**src/mrct_pkg.sv**
```systemverilog
// Package for the matrix row and column totals block: sizes, widths,
// codes and shared types. Used by mrct_cell and matrix_row_column_totals.
package mrct_pkg;

	// Largest table supported
	localparam int MAX_ROWS = 64;
	localparam int MAX_COLS = 32;

	// Fixed port widths
	localparam int ELEM_W     = 16;
	localparam int VALUE_W    = 27;
	localparam int KIND_W     = 2;
	localparam int ROW_IDX_W  = 7;
	localparam int COL_IDX_W  = 6;
	localparam int NUM_ROWS_W = 7;
	localparam int NUM_COLS_W = 6;
	localparam int CFG_W      = 7;
	localparam int CFG_IDX_W  = 1;

	// Position and count widths
	localparam int ROW_W     = (MAX_ROWS > 1) ? $clog2(MAX_ROWS) : 1;
	localparam int COL_W     = (MAX_COLS > 1) ? $clog2(MAX_COLS) : 1;
	localparam int ROW_CNT_W = $clog2(MAX_ROWS + 1);
	localparam int COL_CNT_W = $clog2(MAX_COLS + 1);

	// Sum widths, wide enough never to overflow
	localparam int COLSUM_W = ELEM_W + $clog2(MAX_ROWS) + 1;
	localparam int ROWACC_W = ELEM_W + $clog2(MAX_COLS) + 1;
	localparam int GRAND_W  = ELEM_W + $clog2(MAX_ROWS) + $clog2(MAX_COLS) + 1;

	// Configuration register indexes
	typedef enum logic [CFG_IDX_W-1:0] {
		CFG_NUM_ROWS = 1'b0,
		CFG_NUM_COLS = 1'b1
	} cfg_idx_t;

	// Result kinds
	typedef enum logic [KIND_W-1:0] {
		KIND_ELEM  = 2'd0,
		KIND_ROW   = 2'd1,
		KIND_COL   = 2'd2,
		KIND_TOTAL = 2'd3
	} kind_t;

	// Sequencer states
	typedef enum logic [1:0] {
		ST_ACC,
		ST_ROW,
		ST_DUMP
	} state_t;

	// Control shared by every column cell
	typedef struct packed {
		logic add;
		logic shift;
		logic clear;
	} cell_ctrl_t;

endpackage

```
**src/mrct_cell.sv**
```systemverilog
// One column cell: holds the running sum of one column and hands it to
// its neighbour when the sums row is shifted out. Depends on mrct_pkg.
module mrct_cell (
	input  logic                                   clk,
	input  logic                                   arst_n,
	input  mrct_pkg::cell_ctrl_t                   ctrl,
	input  logic                                   sel,
	input  logic signed [mrct_pkg::ELEM_W-1:0]     element,
	input  logic signed [mrct_pkg::COLSUM_W-1:0]   sum_in,
	output logic signed [mrct_pkg::COLSUM_W-1:0]   sum
);

	logic signed [mrct_pkg::COLSUM_W-1:0] sum_q;

	// Clear after a table, take the neighbour's sum while shifting, else add when selected
	always_ff @(posedge clk or negedge arst_n) begin
		if (!arst_n) begin
			sum_q <= '0;
		end else if (ctrl.clear) begin
			sum_q <= '0;
		end else if (ctrl.shift) begin
			sum_q <= sum_in;
		end else if (ctrl.add && sel) begin
			sum_q <= sum_q + mrct_pkg::COLSUM_W'(element);
		end
	end

	assign sum = sum_q;

endmodule

```
**src/matrix_row_column_totals.sv**
```systemverilog
// Matrix row and column totals: top level with sequencer, output register
// and the chain of column cells. Depends on mrct_pkg and mrct_cell.
//
// Elements enter one per item in row-major order and each is returned as
// an element entry. An element that closes a row also brings out its row
// sum as a row entry; no element is taken while the row sum is issued.
// After the last element of the table the column sums leave the cell chain
// one per cycle while the output is not stalled, shifted towards cell 0,
// followed by the grand total; no element is taken meanwhile. The single
// output register carries one result per cycle when not stalled. Reset
// clears all sums at once; the block is ready straight after reset.
// Configure num_rows and num_cols only while the block is idle.
module matrix_row_column_totals (
	input  logic                                    clk,
	input  logic                                    arst_n,
	// configuration
	input  logic                                    cfg_we,
	input  logic [mrct_pkg::CFG_IDX_W-1:0]          cfg_index,
	input  logic [mrct_pkg::CFG_W-1:0]              cfg_data,
	// input items
	input  logic                                    in_valid,
	output logic                                    in_stall,
	input  logic signed [mrct_pkg::ELEM_W-1:0]      element,
	// result items
	output logic                                    out_valid,
	input  logic                                    out_stall,
	output logic signed [mrct_pkg::VALUE_W-1:0]     value,
	output logic [mrct_pkg::KIND_W-1:0]             kind,
	output logic [mrct_pkg::ROW_IDX_W-1:0]          row_index,
	output logic [mrct_pkg::COL_IDX_W-1:0]          col_index,
	output logic                                    last,
	output logic                                    end_of_table
);

	localparam int RC_W = mrct_pkg::ROW_CNT_W;
	localparam int CC_W = mrct_pkg::COL_CNT_W;

	// Configuration registers
	logic [mrct_pkg::NUM_ROWS_W-1:0] num_rows_q;
	logic [mrct_pkg::NUM_COLS_W-1:0] num_cols_q;

	// Sequencer and accumulation state
	mrct_pkg::state_t                      state_q, state_nxt;
	logic [mrct_pkg::ROW_W-1:0]            cur_row_q;
	logic [mrct_pkg::COL_W-1:0]            cur_col_q;
	logic signed [mrct_pkg::ROWACC_W-1:0]  row_acc_q;
	logic signed [mrct_pkg::GRAND_W-1:0]   grand_q;
	logic                                  table_end_q;
	logic [CC_W-1:0]                       dump_cnt_q;

	// Output register
	logic                                  out_valid_q;
	logic signed [mrct_pkg::VALUE_W-1:0]   value_q;
	mrct_pkg::kind_t                       kind_q;
	logic [mrct_pkg::ROW_IDX_W-1:0]        row_q;
	logic [mrct_pkg::COL_IDX_W-1:0]        col_q;
	logic                                  last_q;
	logic                                  eot_q;

	// Combinational signals
	logic [RC_W-1:0]                       rows_eff;
	logic [CC_W-1:0]                       cols_eff;
	logic [CC_W-1:0]                       col_next;
	logic [RC_W-1:0]                       row_next;
	logic                                  row_end;
	logic                                  table_end;
	logic                                  adv;
	logic                                  in_acc;
	logic                                  dump_done;
	logic                                  emit;
	logic signed [mrct_pkg::VALUE_W-1:0]   o_value;
	mrct_pkg::kind_t                       o_kind;
	logic [mrct_pkg::ROW_IDX_W-1:0]        o_row;
	logic [mrct_pkg::COL_IDX_W-1:0]        o_col;
	logic                                  o_last;
	logic                                  o_eot;
	mrct_pkg::cell_ctrl_t                  cell_ctrl;
	logic signed [mrct_pkg::COLSUM_W-1:0]  cell_sum [mrct_pkg::MAX_COLS];

	// Configuration writes
	always_ff @(posedge clk or negedge arst_n) begin
		if (!arst_n) begin
			num_rows_q <= mrct_pkg::NUM_ROWS_W'(1);
			num_cols_q <= mrct_pkg::NUM_COLS_W'(1);
		end else if (cfg_we) begin
			case (cfg_index)
				mrct_pkg::CFG_NUM_ROWS: num_rows_q <= mrct_pkg::NUM_ROWS_W'(cfg_data);
				mrct_pkg::CFG_NUM_COLS: num_cols_q <= mrct_pkg::NUM_COLS_W'(cfg_data);
				default: ;
			endcase
		end
	end

	// Clamp the counts to the supported range
	always_comb begin
		if (num_rows_q == '0) begin
			rows_eff = RC_W'(1);
		end else if (32'(num_rows_q) > mrct_pkg::MAX_ROWS) begin
			rows_eff = RC_W'(mrct_pkg::MAX_ROWS);
		end else begin
			rows_eff = RC_W'(num_rows_q);
		end
		if (num_cols_q == '0) begin
			cols_eff = CC_W'(1);
		end else if (32'(num_cols_q) > mrct_pkg::MAX_COLS) begin
			cols_eff = CC_W'(mrct_pkg::MAX_COLS);
		end else begin
			cols_eff = CC_W'(num_cols_q);
		end
	end

	// Position tests and handshake
	assign col_next  = CC_W'(cur_col_q) + CC_W'(1);
	assign row_next  = RC_W'(cur_row_q) + RC_W'(1);
	assign row_end   = (col_next >= cols_eff);
	assign table_end = row_end && (row_next >= rows_eff);
	assign dump_done = (dump_cnt_q == cols_eff);
	assign adv       = !out_valid_q || !out_stall;
	assign in_stall  = !((state_q == mrct_pkg::ST_ACC) && adv);
	assign in_acc    = in_valid && !in_stall;

	// Next state
	always_comb begin
		state_nxt = state_q;
		case (state_q)
			mrct_pkg::ST_ACC: begin
				if (in_acc && row_end) state_nxt = mrct_pkg::ST_ROW;
			end
			mrct_pkg::ST_ROW: begin
				if (adv) state_nxt = table_end_q ? mrct_pkg::ST_DUMP : mrct_pkg::ST_ACC;
			end
			mrct_pkg::ST_DUMP: begin
				if (adv && dump_done) state_nxt = mrct_pkg::ST_ACC;
			end
			default: state_nxt = mrct_pkg::ST_ACC;
		endcase
	end

	// Result selection and cell control
	always_comb begin
		emit      = 1'b0;
		o_value   = '0;
		o_kind    = mrct_pkg::KIND_ELEM;
		o_row     = mrct_pkg::ROW_IDX_W'(cur_row_q);
		o_col     = mrct_pkg::COL_IDX_W'(cur_col_q);
		o_last    = 1'b0;
		o_eot     = 1'b0;
		cell_ctrl = '0;
		case (state_q)
			mrct_pkg::ST_ACC: begin
				emit          = in_acc;
				o_value       = mrct_pkg::VALUE_W'(element);
				o_last        = !row_end;
				cell_ctrl.add = in_acc;
			end
			mrct_pkg::ST_ROW: begin
				emit    = 1'b1;
				o_value = mrct_pkg::VALUE_W'(row_acc_q);
				o_kind  = mrct_pkg::KIND_ROW;
				o_col   = mrct_pkg::COL_IDX_W'(cols_eff);
				o_last  = !table_end_q;
			end
			mrct_pkg::ST_DUMP: begin
				emit  = 1'b1;
				o_row = mrct_pkg::ROW_IDX_W'(rows_eff);
				if (!dump_done) begin
					o_value         = mrct_pkg::VALUE_W'(cell_sum[0]);
					o_kind          = mrct_pkg::KIND_COL;
					o_col           = mrct_pkg::COL_IDX_W'(dump_cnt_q);
					cell_ctrl.shift = adv;
				end else begin
					o_value         = mrct_pkg::VALUE_W'(grand_q);
					o_kind          = mrct_pkg::KIND_TOTAL;
					o_col           = mrct_pkg::COL_IDX_W'(cols_eff);
					o_last          = 1'b1;
					o_eot           = 1'b1;
					cell_ctrl.clear = adv;
				end
			end
			default: ;
		endcase
	end

	// Sequencer, position and running sums
	always_ff @(posedge clk or negedge arst_n) begin
		if (!arst_n) begin
			state_q     <= mrct_pkg::ST_ACC;
			cur_row_q   <= '0;
			cur_col_q   <= '0;
			row_acc_q   <= '0;
			grand_q     <= '0;
			table_end_q <= 1'b0;
			dump_cnt_q  <= '0;
		end else begin
			state_q <= state_nxt;
			case (state_q)
				mrct_pkg::ST_ACC: begin
					if (in_acc) begin
						row_acc_q   <= row_acc_q + mrct_pkg::ROWACC_W'(element);
						grand_q     <= grand_q + mrct_pkg::GRAND_W'(element);
						cur_col_q   <= row_end ? '0 : mrct_pkg::COL_W'(col_next);
						table_end_q <= table_end;
					end
				end
				mrct_pkg::ST_ROW: begin
					if (adv) begin
						row_acc_q  <= '0;
						dump_cnt_q <= '0;
						if (!table_end_q) cur_row_q <= mrct_pkg::ROW_W'(row_next);
					end
				end
				mrct_pkg::ST_DUMP: begin
					if (adv) begin
						if (!dump_done) begin
							dump_cnt_q <= dump_cnt_q + CC_W'(1);
						end else begin
							grand_q   <= '0;
							cur_row_q <= '0;
							cur_col_q <= '0;
						end
					end
				end
				default: ;
			endcase
		end
	end

	// Output register: load when empty or being taken
	always_ff @(posedge clk or negedge arst_n) begin
		if (!arst_n) begin
			out_valid_q <= 1'b0;
		end else if (adv) begin
			out_valid_q <= emit;
		end
	end

	always_ff @(posedge clk) begin
		if (adv && emit) begin
			value_q <= o_value;
			kind_q  <= o_kind;
			row_q   <= o_row;
			col_q   <= o_col;
			last_q  <= o_last;
			eot_q   <= o_eot;
		end
	end

	assign out_valid    = out_valid_q;
	assign value        = value_q;
	assign kind         = kind_q;
	assign row_index    = row_q;
	assign col_index    = col_q;
	assign last         = last_q;
	assign end_of_table = eot_q;

	// Chain of column cells, shifting towards cell 0
	for (genvar i = 0; i < mrct_pkg::MAX_COLS; i++) begin : g_cell
		logic signed [mrct_pkg::COLSUM_W-1:0] nbr_sum;
		if (i == mrct_pkg::MAX_COLS - 1) begin : g_tail
			assign nbr_sum = '0;
		end else begin : g_link
			assign nbr_sum = cell_sum[i+1];
		end
		mrct_cell u_cell (
			.clk     (clk),
			.arst_n  (arst_n),
			.ctrl    (cell_ctrl),
			.sel     (cur_col_q == mrct_pkg::COL_W'(i)),
			.element (element),
			.sum_in  (nbr_sum),
			.sum     (cell_sum[i])
		);
	end

`ifndef ASSERT_OFF
	a_eot_is_total: assert property (@(posedge clk) disable iff (!arst_n)
		(out_valid_q && eot_q) |-> (last_q && kind_q == mrct_pkg::KIND_TOTAL))
		else $error("end of table without a closing grand total");

	a_dump_bound: assert property (@(posedge clk) disable iff (!arst_n)
		(state_q == mrct_pkg::ST_DUMP) |-> (dump_cnt_q <= cols_eff))
		else $error("column sum counter ran past the column count");

	a_row_col_zero: assert property (@(posedge clk) disable iff (!arst_n)
		(state_q == mrct_pkg::ST_ROW) |-> (cur_col_q == '0))
		else $error("column position not rewound at row end");

	a_clear_after_table: assert property (@(posedge clk) disable iff (!arst_n)
		(state_q == mrct_pkg::ST_DUMP && adv && dump_done)
		|=> (grand_q == '0 && cur_row_q == '0 && cell_sum[0] == '0))
		else $error("sums not cleared after the table");
`endif

endmodule
```
**config.mk**
```make
export PLATFORM = sky130hd
export DESIGN_NAME = matrix_row_column_totals
export DESIGN_NICKNAME = d
export VERILOG_FILES = /design/src/mrct_pkg.sv /design/src/mrct_cell.sv /design/src/matrix_row_column_totals.sv
export SDC_FILE = /design/constraint.sdc
export NUM_CORES = 2
export LEC_CHECK = 0
export ABC_AREA = 0
export BUFFER_PORTS_ARGS = -buffer_cell sky130_fd_sc_hd__buf_2
export CAP_MARGIN = 0
export CORE_UTILIZATION = 24
export CTS_CLUSTER_SIZE = 20
export DETAILED_ROUTE_END_ITERATION = 8
export HOLD_SLACK_MARGIN = 0.15
export PLACE_DENSITY_LB_ADDON = 0.15
export SLEW_MARGIN = 20
export SYNTH_ARGS = -nofsm -noshare
export SYNTH_HDL_FRONTEND = slang
export SYNTH_HIERARCHICAL = 1
export SYNTH_SLANG_ARGS = --single-unit
```
**constraint.sdc**
```tcl
create_clock -name clk -period 7.7 [get_ports clk]
set_input_delay 1.54 -clock clk [delete_from_list [all_inputs] [get_ports clk]]
set_output_delay 1.54 -clock clk [all_outputs]
set_load 0.05 [all_outputs]
```
==> metrics.txt <==
RSZ-0062 raised after global routing false; fmax 220 MHz; Total GRT Usage 16.6%; Syn Inst Count 9918; Critical Path AT 5.20 ns; post-CTS resize count 0; share of post-route cells with drive strength above 1 6.36%; WL per Instance 19.8 µm; status finished, final reports clean; top-count cell post-synth a21oi_1; Initial Util 24.1%; peak supply drop 0.000210 V; CTS tree yes; yosys warns 6; H-Tree Depth 3; Post-synth EDFFs 44; Fin. Hold Viols 0; max-cap violations 0; Critical Path Sink Type flip-flop; cell area after synthesis 0.0789 mm²; pre-CTS setup slack 2.47 ns; fin crit period 4.55 ns; worst-skew pair later-pin latency 0.79 ns; area leader, netlist dfrtp_1; Max Fanout on Critical Path 34; nets 10700; sw frac 45.1%; Detail Route Antenna Nets 0; CTS max path bufs 3; Syn Area/Cell 7.95 µm²; Max stage delay cell, worst path nor2_4; clock power share 20.7%; placed wire-length estimate 202 mm; Setup violations, final 0; die area 0.331 mm²; clk slew on worst S/H paths 0.06 ns; Flop pwr share 26.5%; cell internal pwr 16.5 mW; RePlAce Congestion 0.859; critical path class flip-flop to flip-flop; number of buffers added for setup after CTS 0; synthesized flop and latch total 863; total grt overflow 0; CTS Hold Bufs 0; height of the die 575 µm; Top FF cell, synth dfrtp_1; clk sinks 863; top-level I/O count 75; Final period util 59.1%; first-pass GRT wire length 441 mm; TritonRoute pass-1 iters 7; Final Max Slew Viols 0; TritonCTS buffer count 121; CTS root buffer clkbuf_16; initial antenna violation count 9; std cell rows 210; Rel. slew slack 27.3%; measured slew at the worst slew-check pin 1.09 ns; CP Buf/Inv Count 4; DRT iter0 DRCs 5201; WP data required 8.35 ns; # DRC 0; share of the synthesized area in the top cell type 25.9%; top cells by area, synth dfrtp_1 26%, ha_1 12%, a21oi_1 7.8%; net switching power 13.6 mW; delay-heaviest family, CP simple AND/OR/NAND/NOR gates; pwr dens 339 mW/mm²; Hold Worst Slack 0.491 ns; placed cells 14100; Post-Route WL 284 mm; Setup Total Neg Slack 0 ns; Crit path top cell by count buf_4; DR vias/cell 5.21; vias in the first global route 73200; CP startpoint kind flip-flop; Unique masters post-synth 91; chip width 575 µm; via count 74500; P_leak 38.5 nW; Worst Setup Slack, final 3.15 ns; Non-Filler Instances 14300; worst hold-check path type flip-flop to flip-flop; most instantiated cells after synthesis 1224 x a21oi_1, 1186 x nand2_1, 982 x nor2_1; Combinational Power Share 52.8%; area grow syn2layout 12.6%; largest net degree at the start of global routing 142; Core Area 0.327 mm²; I/O Buffers 74; CP max stage delay 0.52 ns; Async SR Flop Fraction 94.9%; post-synthesis sequential area ratio 27.7%; ordered list of cells on the worst path nor4_1 > o21ai_1 > xnor2_1 > nor2_1 > nand2_1 > buf_4 > nand2_1 > nor2_4 > buf_12 > buf_4 > buf_4 > nor2_1 > and3_1 > a31oi_1 > o21ai_1; skew final 0.0390 ns
-- per-stage QoR --
stage               power, mW  instance area, µm²  utilization, %
CTS                      30.3               88800            27.2
floorplan                19.6               79000               -
detailed placement       23.8               84500            25.8
global placement         23.7               84500            25.8
finish                   30.1               88800            27.2
global route             32.6               88800            27.2
-- layer usage --
layer | track usage [%] | up-vias | routed length, µm
li1 | - | 36400 | -
met1 | 23.1 | 36300 | 138000
met2 | 27.7 | 1427 | 131000
met3 | 1.59 | 287 | 10100
met4 | 3.54 | 0 | 5260
met5 | 0 | - | 0
-- cells in the final DEF, fill, tap and decap left out, types with 92 or more instances in the layout --
cell type and count:
nand2_1 1184, a21oi_1 1224, inv_1 514, nor2_1 979, buf_4 111, a21o_1 137
a311oi_1 140, xnor2_1 448, dfrtp_1 817, nor3_1 238, nand3_1 192, and2_1 92
o21ai_1 155, o21ai_0 651, and3_1 107, o211a_1 122, nand2b_1 100, clkbuf_16 122
ha_1 775, a221oi_1 128, a31oi_1 95
-- power groups by stage --
stage | Combinational, mW | Sequential (mW) | Clock, mW
after floorplan | 12.0 | 7.58 | 0
after global placement | 15.6 | 8.10 | 0
after detailed placement | 15.7 | 8.10 | 0
after CTS | 15.8 | 8.04 | 6.46
after global routing | 17.7 | 8.23 | 6.61
final | 15.9 | 7.99 | 6.22
-- registers in the layout, indices dropped and copies added (netlist names) --
| register | count |
|---|---|
| row_index | 7 |
| dump_cnt_q | 6 |
| cur_row_q | 6 |
| end_of_table | 1 |
| kind | 2 |
| row_acc_q | 22 |
| out_valid | 1 |
| num_cols_q | 6 |
| num_rows_q | 7 |
| last | 1 |
| table_end_q | 1 |
| g_cell.u_cell/sum | 736 |
| col_index | 6 |
| value | 27 |
| cur_col_q | 5 |
| grand_q | 27 |
| state_q | 2 |
-- worst register-to-register path, stage by stage, from the launching register on --
cell and delay (ns):
dfrtp_1 0.47, nor4_1 0.30, o21ai_1 0.16, xnor2_1 0.42, nor2_1 0.08, nand2_1 0.10
buf_4 0.37, nand2_1 0.28, nor2_4 0.52, buf_12 0.26, buf_4 0.30, buf_4 0.44
nor2_1 0.24, and3_1 0.23, a31oi_1 0.15, o21ai_1 0.09
-- final timing paths --
| check | from | endpoint | slack (ns) | depth (start not counted) |
|---|---|---|---|---|
| hold / removal | table_end_q | table_end_q | 0.49 | 2 |
| max in group asynchronous | arst_n | grand_q[0] | 5.41 | 3 |
| min in group asynchronous | arst_n | g_cell[3].u_cell/sum[19] | 0.79 | 1 |
| hold reg to reg | table_end_q | table_end_q | 0.49 | 2 |
| setup reg to reg | num_cols_q[4] | g_cell[26].u_cell/sum[21] | 3.15 | 15 |
| setup / recovery | num_cols_q[4] | g_cell[26].u_cell/sum[21] | 3.15 | 15 |
-- cell families after synthesis --
logic type	share of synthesized area [%]
AOI/OAI and AO/OA	29.0
adders and majority gates	13.2
xor gates and xnor gates	5.94
buffers and inverters	4.38
muxes	0.958
DFF	27.7
and+or+nand+nor	18.9
other	0.00475
-- layout make-up --
cell class,count,area (µm²)
fill,35300,238000
multi-input combinational,8162,53700
sequential,863,21800
tap,4346,5440
clock buffer,176,3540
inverter,516,1940
timing repair buffer,192,1590
clock inverter,44,786
antenna,1,2.50
No activity file was read; power rests on OpenSTA's default activity.
